<file path="config.mk">
export PLATFORM = sky130hd
export DESIGN_NAME = ifwd_ctrl
export DESIGN_NICKNAME = d
export VERILOG_FILES = /design/src/design/ifwd_pkg.sv /design/src/design/ifwd_ctrl.sv
export SDC_FILE = /design/constraint.sdc
export NUM_CORES = 1
export LEC_CHECK = 0
export BUFFER_PORTS_ARGS = -buffer_cell sky130_fd_sc_hd__clkbuf_2
export CORE_MARGIN = 2
export CORE_UTILIZATION = 45
export DETAILED_ROUTE_END_ITERATION = 8
export PLACE_DENSITY = 0.71
export SYNTH_ARGS = -nofsm -noshare
export SYNTH_HDL_FRONTEND = slang
export SYNTH_SLANG_ARGS = --single-unit
</file>
<file path="constraint.sdc">
create_clock -name clk -period 1.8 [get_ports clk]
set_clock_uncertainty 0.05 [all_clocks]
set_input_delay 0.36 -clock clk [delete_from_list [all_inputs] [get_ports clk]]
set_output_delay 0.36 -clock clk [all_outputs]
set_load 0.03 [all_outputs]
</file>
<file path="src/design/ifwd_pkg.sv">
package ifwd_pkg;

	localparam int WINDOW_DEF      = 50;
	localparam int SAMPLE_BITS_DEF = 12;

	// operation codes of an input item
	localparam logic [1:0] OP_PUSH  = 2'd0;
	localparam logic [1:0] OP_EVAL  = 2'd1;
	localparam logic [1:0] OP_RESET = 2'd2;

	// detector states
	localparam logic [1:0] AL_IDLE = 2'd0;
	localparam logic [1:0] AL_WARN = 2'd1;
	localparam logic [1:0] AL_FIRE = 2'd2;

	// configuration register indexes
	localparam logic [2:0] REG_POWER_THR   = 3'd0;
	localparam logic [2:0] REG_RATIO_A_THR = 3'd1;
	localparam logic [2:0] REG_RATIO_B_THR = 3'd2;
	localparam logic [2:0] REG_FREQ_LOW    = 3'd3;
	localparam logic [2:0] REG_FREQ_HIGH   = 3'd4;
	localparam logic [2:0] REG_CONFIRM     = 3'd5;

	// what the shared divider is working on
	localparam logic [2:0] DS_MEAN    = 3'd0;
	localparam logic [2:0] DS_POWER   = 3'd1;
	localparam logic [2:0] DS_RATIO_A = 3'd2;
	localparam logic [2:0] DS_RATIO_B = 3'd3;
	localparam logic [2:0] DS_TENTHS  = 3'd4;

	localparam logic [1:0] CH_LAST = 2'd2;

	localparam logic [31:0] RATIO_ZERO_DEN = 32'd9999;
	localparam logic [15:0] FREQ_HIGH_RST  = 16'hffff;

	// q15 biquad coefficients
	localparam int COEF_B0 = 6770;
	localparam int COEF_B1 = 13543;
	localparam int COEF_A1 = 12104;
	localparam int COEF_A2 = 6416;

	typedef struct packed {
		logic [1:0]  op;
		logic [11:0] sample_main;
		logic [11:0] sample_ref_a;
		logic [11:0] sample_ref_b;
		logic [31:0] now_ms;
	} in_item_t;

	typedef struct packed {
		logic [1:0]  detector_state;
		logic        window_full;
		logic [31:0] power_main;
		logic [31:0] power_ref_a;
		logic [31:0] power_ref_b;
		logic [31:0] ratio_main_a;
		logic [31:0] ratio_main_b;
		logic [8:0]  zcr_main_tenths;
		logic [8:0]  zcr_ref_a_tenths;
		logic [8:0]  zcr_ref_b_tenths;
		logic        criteria_pass;
	} out_item_t;

	typedef struct packed {
		logic       capture;
		logic       push;
		logic       clear;
		logic       acc_clr;
		logic       pass_filt;
		logic       rd_en;
		logic       div_start;
		logic [2:0] div_sel;
		logic [1:0] ch;
		logic       decide;
		logic       emit;
	} cmd_t;

	typedef struct packed {
		logic [1:0] op;
		logic       full;
		logic       rd_last;
		logic       div_busy;
		logic       div_done;
		logic       out_busy;
	} stat_t;

endpackage

</file>
<file path="src/design/ifwd_ctrl.sv">
module ifwd_ctrl (
	input  logic            clk,
	input  logic            arst_n,
	input  logic            in_valid,
	output logic            in_ready,
	input  ifwd_pkg::stat_t stat,
	output ifwd_pkg::cmd_t  cmd
);
	import ifwd_pkg::*;

	localparam logic [3:0] S_IDLE  = 4'd0;
	localparam logic [3:0] S_CMD   = 4'd1;
	localparam logic [3:0] S_CHK   = 4'd2;
	localparam logic [3:0] S_SUM0  = 4'd3;
	localparam logic [3:0] S_SUM   = 4'd4;
	localparam logic [3:0] S_FILT0 = 4'd5;
	localparam logic [3:0] S_FILT  = 4'd6;
	localparam logic [3:0] S_DRAIN = 4'd7;
	localparam logic [3:0] S_DIVGO = 4'd8;
	localparam logic [3:0] S_DIVW  = 4'd9;
	localparam logic [3:0] S_NEXT  = 4'd10;
	localparam logic [3:0] S_DEC   = 4'd11;
	localparam logic [3:0] S_EMIT  = 4'd12;

	localparam logic [2:0] DRAIN_LAST = 3'd4;

	logic [3:0] state_q, state_d;
	logic [1:0] ch_q, ch_d;
	logic [2:0] sel_q, sel_d;
	logic [2:0] drain_q, drain_d;

	always_comb begin
		state_d = state_q;
		ch_d    = ch_q;
		sel_d   = sel_q;
		drain_d = drain_q;
		cmd     = '0;
		cmd.ch      = ch_q;
		cmd.div_sel = sel_q;
		case (state_q)
			S_IDLE: begin
				if (in_valid) begin
					cmd.capture = 1'b1;
					state_d     = S_CMD;
				end
			end
			S_CMD: begin
				case (stat.op)
					OP_RESET: begin
						cmd.clear = 1'b1;
						state_d   = S_EMIT;
					end
					OP_PUSH: begin
						cmd.push = 1'b1;
						state_d  = S_CHK;
					end
					OP_EVAL: state_d = S_CHK;
					default: state_d = S_EMIT;
				endcase
			end
			S_CHK: begin
				ch_d    = 2'd0;
				state_d = stat.full ? S_SUM0 : S_EMIT;
			end
			S_SUM0: begin
				cmd.acc_clr = 1'b1;
				sel_d       = DS_MEAN;
				state_d     = S_SUM;
			end
			S_SUM, S_FILT: begin
				cmd.rd_en = 1'b1;
				if (stat.rd_last) begin
					drain_d = '0;
					state_d = S_DRAIN;
				end
			end
			S_FILT0: begin
				cmd.acc_clr   = 1'b1;
				cmd.pass_filt = 1'b1;
				sel_d         = DS_POWER;
				state_d       = S_FILT;
			end
			S_DRAIN: begin
				drain_d = drain_q + 1'b1;
				if (drain_q == DRAIN_LAST)
					state_d = S_DIVGO;
			end
			S_DIVGO: begin
				cmd.div_start = 1'b1;
				state_d       = S_DIVW;
			end
			S_DIVW: begin
				if (stat.div_done)
					state_d = S_NEXT;
			end
			S_NEXT: begin
				case (sel_q)
					DS_MEAN: state_d = S_FILT0;
					DS_POWER: begin
						if (ch_q != CH_LAST) begin
							ch_d    = ch_q + 1'b1;
							state_d = S_SUM0;
						end else begin
							sel_d   = DS_RATIO_A;
							state_d = S_DIVGO;
						end
					end
					DS_RATIO_A: begin
						sel_d   = DS_RATIO_B;
						state_d = S_DIVGO;
					end
					DS_RATIO_B: begin
						sel_d   = DS_TENTHS;
						ch_d    = 2'd0;
						state_d = S_DIVGO;
					end
					DS_TENTHS: begin
						if (ch_q != CH_LAST) begin
							ch_d    = ch_q + 1'b1;
							state_d = S_DIVGO;
						end else begin
							state_d = S_DEC;
						end
					end
					default: state_d = S_DEC;
				endcase
			end
			S_DEC: begin
				cmd.decide = 1'b1;
				state_d    = S_EMIT;
			end
			S_EMIT: begin
				if (!stat.out_busy) begin
					cmd.emit = 1'b1;
					state_d  = S_IDLE;
				end
			end
			default: state_d = S_IDLE;
		endcase
	end

	always_ff @(posedge clk or negedge arst_n) begin
		if (!arst_n) begin
			state_q <= S_IDLE;
			ch_q    <= '0;
			sel_q   <= DS_MEAN;
			drain_q <= '0;
		end else begin
			state_q <= state_d;
			ch_q    <= ch_d;
			sel_q   <= sel_d;
			drain_q <= drain_d;
		end
	end

	assign in_ready = (state_q == S_IDLE);

`ifndef NO_ASSERTIONS
	a_div_start_free: assert property (@(posedge clk) disable iff (!arst_n)
		cmd.div_start |-> !stat.div_busy)
		else $error("divider started while busy");
	a_emit_free: assert property (@(posedge clk) disable iff (!arst_n)
		cmd.emit |-> !stat.out_busy)
		else $error("result overwritten before transfer");
	a_read_no_div: assert property (@(posedge clk) disable iff (!arst_n)
		cmd.rd_en |-> !stat.div_busy)
		else $error("window pass overlaps a division");
	a_accept_cmd: assert property (@(posedge clk) disable iff (!arst_n)
		(in_valid && in_ready) |=> (state_q == S_CMD))
		else $error("accepted item not decoded");
`endif

endmodule

</file>
======== Word level (Yosys, flattened, before mapping) ========
Cells that the tools add are included.
storage, ports and cells
  register bits ........................... 12
  output and inout bits ................... 15
  logic and storage cells ................. 81
  input port bits ......................... 10
cells by class
  reductions and logical operators ........ 15
  multiplexer cells ....................... 31
  equal/unequal tests ..................... 29
  add/sub/neg operators ................... 2
operators by type and width
  cell                                                                     count
  4-bit case mux with 12 select lines                                      1
  4-bit 2-to-1 mux                                                         8
  4-bit == test, second input constant                                     5
  3-bit case mux with 3 select lines                                       2
  4-bit by 3-bit == test with 1-bit output, second input constant          4
  4-bit case mux with 4 select lines                                       1
  2-bit inequality test, second input constant                             6
  1-bit 2-to-1 mux                                                         11
  2-bit OR reduction                                                       5
  4-bit by 2-bit == test with 1-bit output, second input constant          2
  2-bit case mux with 2 select lines                                       2
  3-bit by 2-bit == test with 1-bit output, second input constant          2
  3-bit == test, second input constant                                     2
  2-bit 2-to-1 mux                                                         3
  3-bit 2-to-1 mux                                                         2
  3-bit inequality test, second input constant                             2
  3-bit case mux with 2 select lines                                       1
  3-bit AND reduction                                                      2
  5-bit AND reduction                                                      1
  4-bit by 1-bit == test with 1-bit output, second input constant          1
  4-bit zero test                                                          1
  4-bit by 1-bit inequality test with 1-bit output, second input constant  1
  2-bit nonzero test                                                       2
  3-bit by 1-bit adder with 3-bit output, second input constant            1
  9 further kinds                                                          9

======== Depth between registers and ports, before layout ========
Gate-level depths: netlist of the first run.
  depth in word-level cells ............... 4
  mapped depth ............................ 7

======== Worst setup path after synthesis of the first run ========
No wires, ideal clock.
  path type ............................... register -> output
  from .................................... reg state_q[2]
  to ...................................... out cmd[13] in the netlist's numbering
  required time ........................... 1.390 ns
  buffers on the path ..................... 2
  stages on the path, launching flop included .. 6
  slack ................................... -0.696 ns
  arrival ................................. 2.086 ns
  cell sequence ........................... dfrtp_1 buf_6 clkbuf_1 or2_2 nor3_1 and2_1
RTL lines
  what                      RTL line          RTL
  start: declaration        ifwd_ctrl.sv:27   logic [3:0] state_q, state_d;
  start signal: assignment  ifwd_ctrl.sv:149  state_q <= state_d;
  end: declaration          ifwd_ctrl.sv:7    output ifwd_pkg::cmd_t cmd

==> impl_metrics.csv, run 1 <==
group,metric,value,unit
run_status,status,"finished, violations left",
run_status,violations,"negative setup slack",
place,gp_routability_congestion,0.8348,
place,post-place-ws,-0.01423,ns
drt,wl_per_cell,16.16,um
place,placement.io_buffers,23,
drt,vias,1175,
clock_network,cts_buffer_depth,2,
setup_path,worst_setup_path_end_kind,"output port",
synth,synthDominantAreaCellType,"dfrtp_1",
global_route,number_of_global_route_vias_before_repair,1020,
power,seqPwrFrac,18.9,%
drt,drt_pass1_iterations,4,
drt,ant_nets,0,
global_route,grt_util_all_layers,21.83,%
layout,fillerInstances,143,
synth,post_synth_instance_area,1010,um^2
global_route,grt.met1_usage,28.31,%
power,p_comb_share,73.9,%
sta,max_slew_margin,70.63,%
clock_network,number_of_sinks_on_the_clock_net,12,
drt,detailed_route_wire_length,3265,um
global_route,grt_remaining_overflow,0,
synth,synth.distinct_cells,42,
setup_path,critical-path-top-delay-family,"simple AND/OR/NAND/NOR gates",
layout,final_layout_size_suffix_gt1_share,58.62,%
sta,finalWorstPathRequiredPeriod,1.854,ns
synth,synth_top_area_share,29.74,%
synth,post_synth.cell_area_avg,8.078,um^2
synth,yosysSeqAreaShare,29.74,%
power,power-per-cell-area,1610,nW/um^2
clock_network,cts.reportedPaths.clkPinSlew,0.09,ns
power,power.internal,1462,uW
setup_path,worst-setup-path-type,"flop to output port",
floorplanning,num_io_pins,25,
global_route,antenna_found_initial,0,
layout,area_growth,65.92,%
sta,finalSetupViolations,6,
setup_path,worstPathArrival,1.44,ns
clock_network,tritoncts,"yes",
floorplanning,die_height,51.37,um
global_route,global_route.usage.met3,4.094,%
global_route,grt_first_pass_wirelength,4381,um
flow_run,max-cap-violations,0,
power,net-switching-power,1235,uW
synth,synthTopCellsByArea,"dfrtp_1 30%, ha_1 5.0%, a21oi_1 4.0%, nand2_1 3.7%, nor2_1 3.7%",
global_route,grt_max_degree,13,
floorplanning,floorplan.rows,17,
global_route,most_used_layer_global_route,"met2",
sta,maxClockFrequency,539.3,MHz
floorplanning,initial_standard_cell_utilization_of_the_core,46.54,%
power,cellLeakagePower,0.0007648,uW
setup_path,cp_max_fo,4,
layout,most-common-layout-cells,"31 x buf_4, 14 x clkbuf_2, 8 x nand2_1",
synth,warnings_from_yosys,0,
place,place.detailed.hpwl,1992,um
setup_path,cp_slowest_cell,"dfrtp_2",
clock_network,root_buffer,"clkbuf_4",
sta,grt_setup_unrepaired,"yes",
floorplanning,coreArea,2170,um^2
sta,fin_tns_setup,-0.2003,ns
setup_path,critPathRequiredTime,1.39,ns
sta,final_clock_period_utilization_by_the_worst_path,103.0,%
floorplanning,die_w,51.37,um
setup_path,critical_path_buf_inv_count,1,
setup_path,crit_path_start_kind,"flop",
synth,synthesis.nets,139,
sta,hold_viol,0,
synth,ys_ff_latch,12,
power,power.share.switching,45.79,%
clock_network,htree_num_levels,1,
clock_network,worstSkewPairLatency,0.29,ns
setup_path,critPathMaxStageDelay,0.44,ns
synth,synthesis.instances,125,
drt,detail_route.drc_violations,0,
floorplanning,fp.dieArea,2639,um^2
clock_network,cts_buffers,3,
global_route,use_met2,36.75,%
layout,fin_nets,189,
worst_hold_path,worstHoldPathType,"input pin to asynchronous set/reset pin",
layout,mostFrequentLayoutCell,"buf_4",
power,clkPwrFrac,7.3,%
power,ir_drop,1270,uV
sta,report.final.slew_viol_count,0,
drt,detail_route.vias_per_cell,5.817,
drt,drt_iter0_markers,33,
layout,n_antenna_cell,0,
sta,worst-slew-pin-transition,0.4359,ns
sta,final_critical_path_setup_slack,-0.05421,ns
setup_path,worstPathCellList,"or2_4, nor4b_4, clkbuf_8",
area by class of cell:
cell class / count / area (um^2) / share of cell area [%]
sequential: 12 / 306.5 / 18.30
tap: 28 / 35.03 / 2.091
clock buffer: 4 / 26.28 / 1.568
timing repair buffer: 56 / 456.7 / 27.26
multi-input combinational: 95 / 824.5 / 49.22
inverter: 7 / 26.28 / 1.568
synthesized netlist by cell type (all sizes together):
cell type / instances
or3b: 2
nor3: 6
a21bo: 1
mux2: 5
clkbuf: 4
a311oi: 1
nor2: 10
and3: 1
or2: 1
nand3b: 2
a21o: 1
and2: 1
o21a: 1
a211oi: 3
ha: 4
nor4b: 1
nand3: 3
a21oi: 8
dfrtp: 12
xor2: 1
xnor2: 1
o22ai: 2
o21ai: 5
nor4: 4
mux2i: 2
inv: 7
a311o: 1
o211ai: 1
nand2: 10
o22a: 1
nand2b: 5
buf: 7
nor2b: 3
or3: 2
a22o: 3
nor3b: 2
o32ai: 1
registers in the layout, indices dropped and copies added, names as in the netlist:
| name | cells |
|---|---|
| sel_q | 3 |
| state_q | 4 |
| drain_q | 3 |
| ch_q | 2 |
worst register-to-register path, cell delays in order, from the launching register on:
cell and delay, ns:
dfrtp_2 0.37, inv_2 0.06, ha_4 0.17, nor2_4 0.10, and3_4 0.21, a311oi_2 0.05
or3b_4 0.41, mux2_4 0.31
stage by stage:
stage               total power [uW]  hold slack [ns]  instance area, um^2  std cells  util [%]
floorplan                       1569          0.01441                 1100        125         -
global placement                1996           0.2149                 1356        183     62.51
detailed placement              2050           0.2187                 1356        183     62.51
CTS                             2395           0.4533                 1513        194     69.72
global route                    2856           0.4672                 1675        202     77.22
finish                          2697           0.4330                 1675        202     77.22
power groups by stage:
| stage | combinational, uW | clock (uW) | sequential (uW) |
|---|---|---|---|
| 6_report | 1990 | 196 | 508 |
| 3_3_place_gp | 1510 | 0 | 483 |
| 5_1_grt | 2120 | 205 | 527 |
| 4_1_cts | 1710 | 191 | 495 |
| 2_1_floorplan | 1110 | 0 | 460 |
| 3_5_place_dp | 1560 | 0 | 493 |
layer usage:
layer	routed length [um]	vias to the layer above
met1	1368	574
met3	189	8
met2	1643	50
met5	0	-
li1	-	543
met4	63	0
cells by family after synthesis:
family / after synthesis / share of synthesized area, %
flip-flops: 12 / 29.74
buffers and inverters: 18 / 7.931
XOR/XNOR: 2 / 1.735
AO/OA/AOI/OAI: 29 / 19.33
adder cells (fa/ha/maj): 4 / 4.957
AND/OR/NAND/NOR: 53 / 28.75
multiplexers: 7 / 7.559
timing repair:
action,in CTS,in global routing
setup endpoints to repair,10,15
hold buffers,1,0
endpoints found under the hold margin,12,0
pin swaps,6,8
gates resized for setup,21,29
setup buffers,6,7
gates cloned,0,1
final timing paths:
kind,depth (start not counted),from,endpoint,slack [ns]
setup / recovery,3,state_q[3],cmd[11],-0.05
hold / removal,2,arst_n,sel_q[0],0.43
setup reg to reg,7,ch_q[0],ch_q[0],-0.05
hold reg to reg,1,drain_q[0],drain_q[0],0.51
max in group asynchronous,2,arst_n,state_q[3],0.99
min in group clk,1,drain_q[0],drain_q[0],0.51
Power figures use the tool's default switching activity.
==> inputs of run 2 (changes only) <==
--- a/config.mk
+++ b/config.mk
@@ -5,11 +5,15 @@
 export SDC_FILE = /design/constraint.sdc
 export NUM_CORES = 1
 export LEC_CHECK = 0
+export ABC_CLOCK_PERIOD_IN_PS = 1800
 export BUFFER_PORTS_ARGS = -buffer_cell sky130_fd_sc_hd__clkbuf_2
+export CAP_MARGIN = 20
+export CELL_PAD_IN_SITES_DETAIL_PLACEMENT = 0
+export CELL_PAD_IN_SITES_GLOBAL_PLACEMENT = 2
 export CORE_MARGIN = 2
-export CORE_UTILIZATION = 45
+export CORE_UTILIZATION = 27
 export DETAILED_ROUTE_END_ITERATION = 8
-export PLACE_DENSITY = 0.71
+export PLACE_DENSITY = 0.74
 export SYNTH_ARGS = -nofsm -noshare
 export SYNTH_HDL_FRONTEND = slang
 export SYNTH_SLANG_ARGS = --single-unit
==> run 2 against run 1 <==
  * The run still ends with negative setup slack left
  * Sequential share of layout area fell by 0.78 points
  * Maximum frequency shrank 1.6%
  * Via count shrank 7.1%
  * Routed wire length is 9.4% lower
  * Sequential power down 8.3%
  * Clock power rose by 40%
  * Combinational power is 3% higher
  * Utilization shrank 29 points
  * Critical path type unchanged
  * Highest routed layer unchanged
==> impl_metrics.csv, run 2 (synthesis gave the netlist of run 1 again) <==
group,metric,value,unit
drt,vias,1091,
global_route,number_of_global_route_vias_before_repair,1126,
worst_hold_path,worstHoldPathType,"input pin to asynchronous set/reset pin",
sta,max_slew_margin,75.22,%
sta,hold_viol,0,
layout,fin_nets,193,
setup_path,worst-setup-path-type,"flop to output port",
drt,ant_nets,0,
setup_path,critPathRequiredTime,1.39,ns
run_status,violations,"negative setup slack",
flow_run,max-cap-violations,0,
setup_path,critPathLaunch,"state_q[2]",
global_route,grt_first_pass_wirelength,4926,um
global_route,antenna_found_initial,0,
sta,grt_setup_unrepaired,"yes",
clock_network,cts.reportedPaths.clkPinSlew,0.06,ns
layout,area_growth,72.61,%
layout,reg_top3,"state_q: 4 flops, drain_q: 3 flops, sel_q: 3 flops",
drt,drt_pass1_iterations,4,
power,power,2781,uW
power,ir_drop,596.5,uV
drt,detail_route.drc_violations,0,
setup_path,worstPathArrival,1.47,ns
sta,finalWorstPathRequiredPeriod,1.883,ns
sta,maxClockFrequency,530.9,MHz
sta,fin_tns_setup,-0.2753,ns
layout,most-common-layout-cells,"36 x buf_4, 13 x clkbuf_2, 9 x nand2_1",
floorplanning,fp.dieArea,4245,um^2
floorplanning,floorplan.rows,22,
setup_path,cp_max_fo,4,
floorplanning,die_w,65.16,um
clock_network,number_of_sinks_on_the_clock_net,12,
place,placement.io_buffers,23,
floorplanning,num_io_pins,25,
layout,mostFrequentLayoutCell,"buf_4",
floorplanning,initial_standard_cell_utilization_of_the_core,27.79,%
global_route,grt_remaining_overflow,0,
place,place.detailed.hpwl,2156,um
drt,detailed_route_wire_length,2957,um
floorplanning,die_height,65.16,um
clock_network,worstSkewPairLatency,0.25,ns
sta,final_critical_path_setup_slack,-0.08344,ns
drt,wl_per_cell,13.08,um
clock_network,cts_buffers,3,
setup_path,crit_path_start_kind,"flop",
place,gp_routability_congestion,0.7306,
sta,report.final.slew_viol_count,0,
clock_network,htree_num_levels,1,
sta,hold_slack,0.4973,ns
layout,largest_register,"state_q",
clock_network,tritoncts,"yes",
floorplanning,coreArea,3633,um^2
global_route,grt_max_degree,13,
global_route,grt_util_all_layers,14.94,%
sta,worst-slew-pin-transition,0.3678,ns
layout,flip_flop_count_of_the_largest_register_all_copies_and_words_added,4,
layout,final_layout_size_suffix_gt1_share,58.99,%
layout,fillerInstances,360,
run_status,status,"finished, violations left",
clock_network,root_buffer,"clkbuf_8",
sta,finalSetupViolations,6,
power,power-per-cell-area,1596,nW/um^2
drt,drt_iter0_markers,32,
setup_path,worst_r2r_startpoint,"state_q[2]",
setup_path,worst_setup_path_end_kind,"output port",
clock_network,cts_buffer_depth,2,
sta,final_clock_period_utilization_by_the_worst_path,104.6,%
power,cellLeakagePower,0.0007892,uW
place,post-place-ws,-0.008574,ns
layout,n_antenna_cell,0,
drt,detail_route.vias_per_cell,4.827,
==> run 2: final cells by class <==
type,count,area [um^2],area share (%)
well taps,48,60.06,3.446
inverters,7,26.28,1.508
clock buffers,4,45.04,2.584
multi-input cells,95,835.8,47.95
flip-flops and latches,12,305.3,17.52
repair buffers,60,470.5,26.99
==> run 2: metal layers <==
| layer | share of wire (%) | track usage [%] | vias up |
|---|---|---|---|
| li1 | - | - | 551 |
| met2 | 51 | 26.42 | 19 |
| met4 | 0.44 | 2.344 | 0 |
| met3 | 3.9 | 4.281 | 2 |
| met5 | 0 | 0 | - |
| met1 | 44 | 18.40 | 519 |
==> run 2: timing repair <==
action,CTS,global route
hold endpoints to repair,12,0
hold buffers,1,0
setup endpoints to repair,10,18
gates resized for setup,27,36
buffers inserted,9,3
pin swaps,10,8
==> run 2: worst paths after layout <==
check	to	slack, ns	depth (start not counted)
worst max-delay path	cmd[13]	-0.08	5
worst min register to register	drain_q[0]	0.50	1
max in group asynchronous	ch_q[0]	0.91	2
worst max register to register	ch_q[1]	-0.02	6
min in group clk	drain_q[0]	0.50	1
worst min-delay path	sel_q[0]	0.50	2
==> run 2: critical path: stages (launching register included) <==
cell     delay [ns]
dfrtp_1        0.39
buf_6          0.12
or2_4          0.26
nor3_4         0.18
and2_4         0.17
buf_8          0.11
==> run 2: report_power, final <==
part,internal (uW),leakage [uW],switching (uW),total (uW)
logic,1050,0.000618,988,2040
registers,371,0.000148,95.6,466
clock network,157,0.0000228,118,274
==> run 2: stage by stage <==
step | std cells | utilization [%] | area [um^2]
floorplan | 125 | - | 1100
global placement | 209 | 38.57 | 1401
detailed placement | 209 | 38.57 | 1401
CTS | 223 | 44.59 | 1620
global route | 226 | 47.97 | 1743
finish | 226 | 47.97 | 1743
==> inputs of run 3 (changes only) <==
--- a/config.mk
+++ b/config.mk
@@ -7,13 +7,14 @@
 export LEC_CHECK = 0
 export ABC_CLOCK_PERIOD_IN_PS = 1800
 export BUFFER_PORTS_ARGS = -buffer_cell sky130_fd_sc_hd__clkbuf_2
-export CAP_MARGIN = 20
 export CELL_PAD_IN_SITES_DETAIL_PLACEMENT = 0
 export CELL_PAD_IN_SITES_GLOBAL_PLACEMENT = 2
 export CORE_MARGIN = 2
 export CORE_UTILIZATION = 27
 export DETAILED_ROUTE_END_ITERATION = 8
+export GPL_TIMING_DRIVEN = 0
 export PLACE_DENSITY = 0.74
+export SLEW_MARGIN = 30
 export SYNTH_ARGS = -nofsm -noshare
 export SYNTH_HDL_FRONTEND = slang
 export SYNTH_SLANG_ARGS = --single-unit
==> run 3 against run 2 <==
  * Largest power group unchanged
  * Sequential power shrank 3%
  * Final cell count decreased by 1.3%
  * The run still ends with negative setup slack left
  * Hold slack got worse by 0.0073 ns
==> impl_metrics.csv, run 3 (synthesis gave the netlist of run 1 again) <==
group,metric,value,unit
place,gp_routability_congestion,0.7670,
run_status,status,"finished, violations left",
sta,finalWorstPathRequiredPeriod,1.989,ns
worst_hold_path,worstHoldPathType,"input pin to asynchronous set/reset pin",
sta,maxClockFrequency,502.7,MHz
clock_network,cts_buffer_depth,2,
floorplanning,coreArea,3633,um^2
clock_network,tritoncts,"yes",
flow_run,max-cap-violations,0,
setup_path,logic_depth_of_the_worst_setup_path_including_buffers,4,
drt,vias,1132,
setup_path,critical_path_buf_inv_count,2,
place,placement.io_buffers,23,
place,placedInstanceArea,1275,um^2
layout,post_route_cell_area,1821,um^2
clock_network,htree_num_levels,1,
setup_path,critPathRequiredTime,1.39,ns
power,power-per-cell-area,1682,nW/um^2
layout,mostFrequentLayoutCell,"buf_4",
sta,worst-slew-pin-transition,0.3808,ns
layout,n_antenna_cell,0,
floorplanning,fp.dieArea,4245,um^2
global_route,grt_first_pass_wirelength,5382,um
setup_path,cp_slowest_cell,"dfrtp_1",
sta,max_slew_margin,74.34,%
drt,wl_per_cell,14.85,um
floorplanning,initial_standard_cell_utilization_of_the_core,27.79,%
power,ir_drop,785.7,uV
sta,finalSetupViolations,9,
setup_path,cp_max_fo,10,
global_route,grt_max_degree,13,
clock_network,cts.reportedPaths.clkPinSlew,0.07,ns
layout,final_instance_count_without_filler_cells,223,
setup_path,crit_path_start_kind,"flop",
place,place.detailed.hpwl,2084,um
clock_network,number_of_sinks_on_the_clock_net,12,
layout,area_growth,80.30,%
layout,fin_nets,190,
floorplanning,die_height,65.16,um
sta,grt_setup_unrepaired,"yes",
layout,most-common-layout-cells,"15 x buf_4, 13 x clkbuf_2, 11 x clkbuf_8, 11 x buf_6, 9 x dfrtp_1",
setup_path,worstPathArrival,1.58,ns
sta,final_clock_period_utilization_by_the_worst_path,110.5,%
floorplanning,floorplan.rows,22,
floorplanning,num_io_pins,25,
setup_path,worst_setup_path_end_kind,"output port",
setup_path,critPathMaxStageDelay,0.41,ns
global_route,grt_remaining_overflow,0,
run_status,violations,"negative setup slack",
drt,detailed_route_wire_length,3312,um
sta,hold_viol,0,
power,cellLeakagePower,0.0008187,uW
floorplanning,die_w,65.16,um
drt,ant_nets,0,
setup_path,r2r_cells,6,
drt,drt_iter0_markers,44,
global_route,grt_util_all_layers,16.47,%
global_route,antenna_found_initial,0,
clock_network,root_buffer,"clkbuf_8",
place,place.detailed.instances,196,
drt,detail_route.drc_violations,0,
setup_path,worst-setup-path-type,"flop to output port",
drt,drt_pass1_iterations,6,
layout,reg_top3,"state_q: 4 flops, drain_q: 3 flops, sel_q: 3 flops",
layout,final_layout_size_suffix_gt1_share,57.71,%
sta,final_critical_path_setup_slack,-0.1893,ns
place,post-place-ws,-0.4657,ns
clock_network,cts_buffers,3,
setup_path,worstPathCellList,"buf_8, or2_4, nor4b_4, clkbuf_8",
global_route,number_of_global_route_vias_before_repair,1120,
setup_path,critical-path-top-delay-family,"simple AND/OR/NAND/NOR gates",
layout,fillerInstances,364,
layout,largest_register,"state_q",
sta,report.final.slew_viol_count,0,
clock_network,worstSkewPairLatency,0.25,ns
drt,detail_route.vias_per_cell,5.076,
layout,flip_flop_count_of_the_largest_register_all_copies_and_words_added,4,
## run 3: final timing paths
check / startpoint / endpoint / slack, ns
setup / recovery: state_q[3] / cmd[11] / -0.19
hold / removal: arst_n / sel_q[2] / 0.49
setup reg to reg: ch_q[1] / ch_q[1] / -0.08
hold reg to reg: drain_q[0] / drain_q[0] / 0.50
max in group asynchronous: arst_n / state_q[0] / 0.93
min in group clk: drain_q[0] / drain_q[0] / 0.50
## run 3: worst reg2reg max path, cell delays in order (launching register included)
cell and delay [ns]:
dfrtp_2 0.42, ha_4 0.17, nor2_4 0.12, and3_4 0.21
a311oi_1 0.05, or3b_4 0.43, mux2_1 0.32
## run 3: power by group
| group | switching [uW] | internal [uW] | leakage [uW] |
|---|---|---|---|
| clock network | 124 | 194 | 0.0000288 |
| registers | 83.0 | 369 | 0.000150 |
| logic | 1100 | 1200 | 0.000640 |
| total | 1300 | 1760 | 0.000819 |
## run 3: timing repair
| item | 4_1_cts | 5_1_grt |
|---|---|---|
| hold buffers | 1 | 0 |
| setup endpoints to repair | 19 | 18 |
| cloned | 0 | 0 |
| endpoints found under the hold margin | 12 | 0 |
| buffers inserted | 21 | 2 |
| resized for setup | 57 | 30 |
| pin swaps | 16 | 9 |
## run 3: layout make-up
cell class	instances	area [um^2]	share of cell area [%]
sequential	12	304.0	16.70
inverter	7	26.28	1.443
multi-input combinational	95	839.6	46.12
timing repair buffer	47	410.4	22.54
clock buffer	4	55.05	3.024
tap	48	60.06	3.299
buffer	10	125.1	6.873
## run 3: per-layer routing
metal	global-route usage, %	up-vias	share of wire, %
li1	-	547	-
met1	22.74	553	47
met2	26.93	27	49
met3	2.226	5	3.2
met4	4.688	0	0.97
met5	0	-	0
## run 3: per-stage QoR
step	setup TNS, ns	util, %	total power [uW]	hold slack, ns
2_1_floorplan	-0.3289	-	1569	0.01441
3_3_place_gp	-3.827	35.09	1893	0.2304
3_5_place_dp	-3.670	35.09	1893	0.2359
4_1_cts	-1.197	47.04	2803	0.5057
5_1_grt	-1.535	50.10	3259	0.5233
6_report	-0.9526	50.10	3062	0.4901
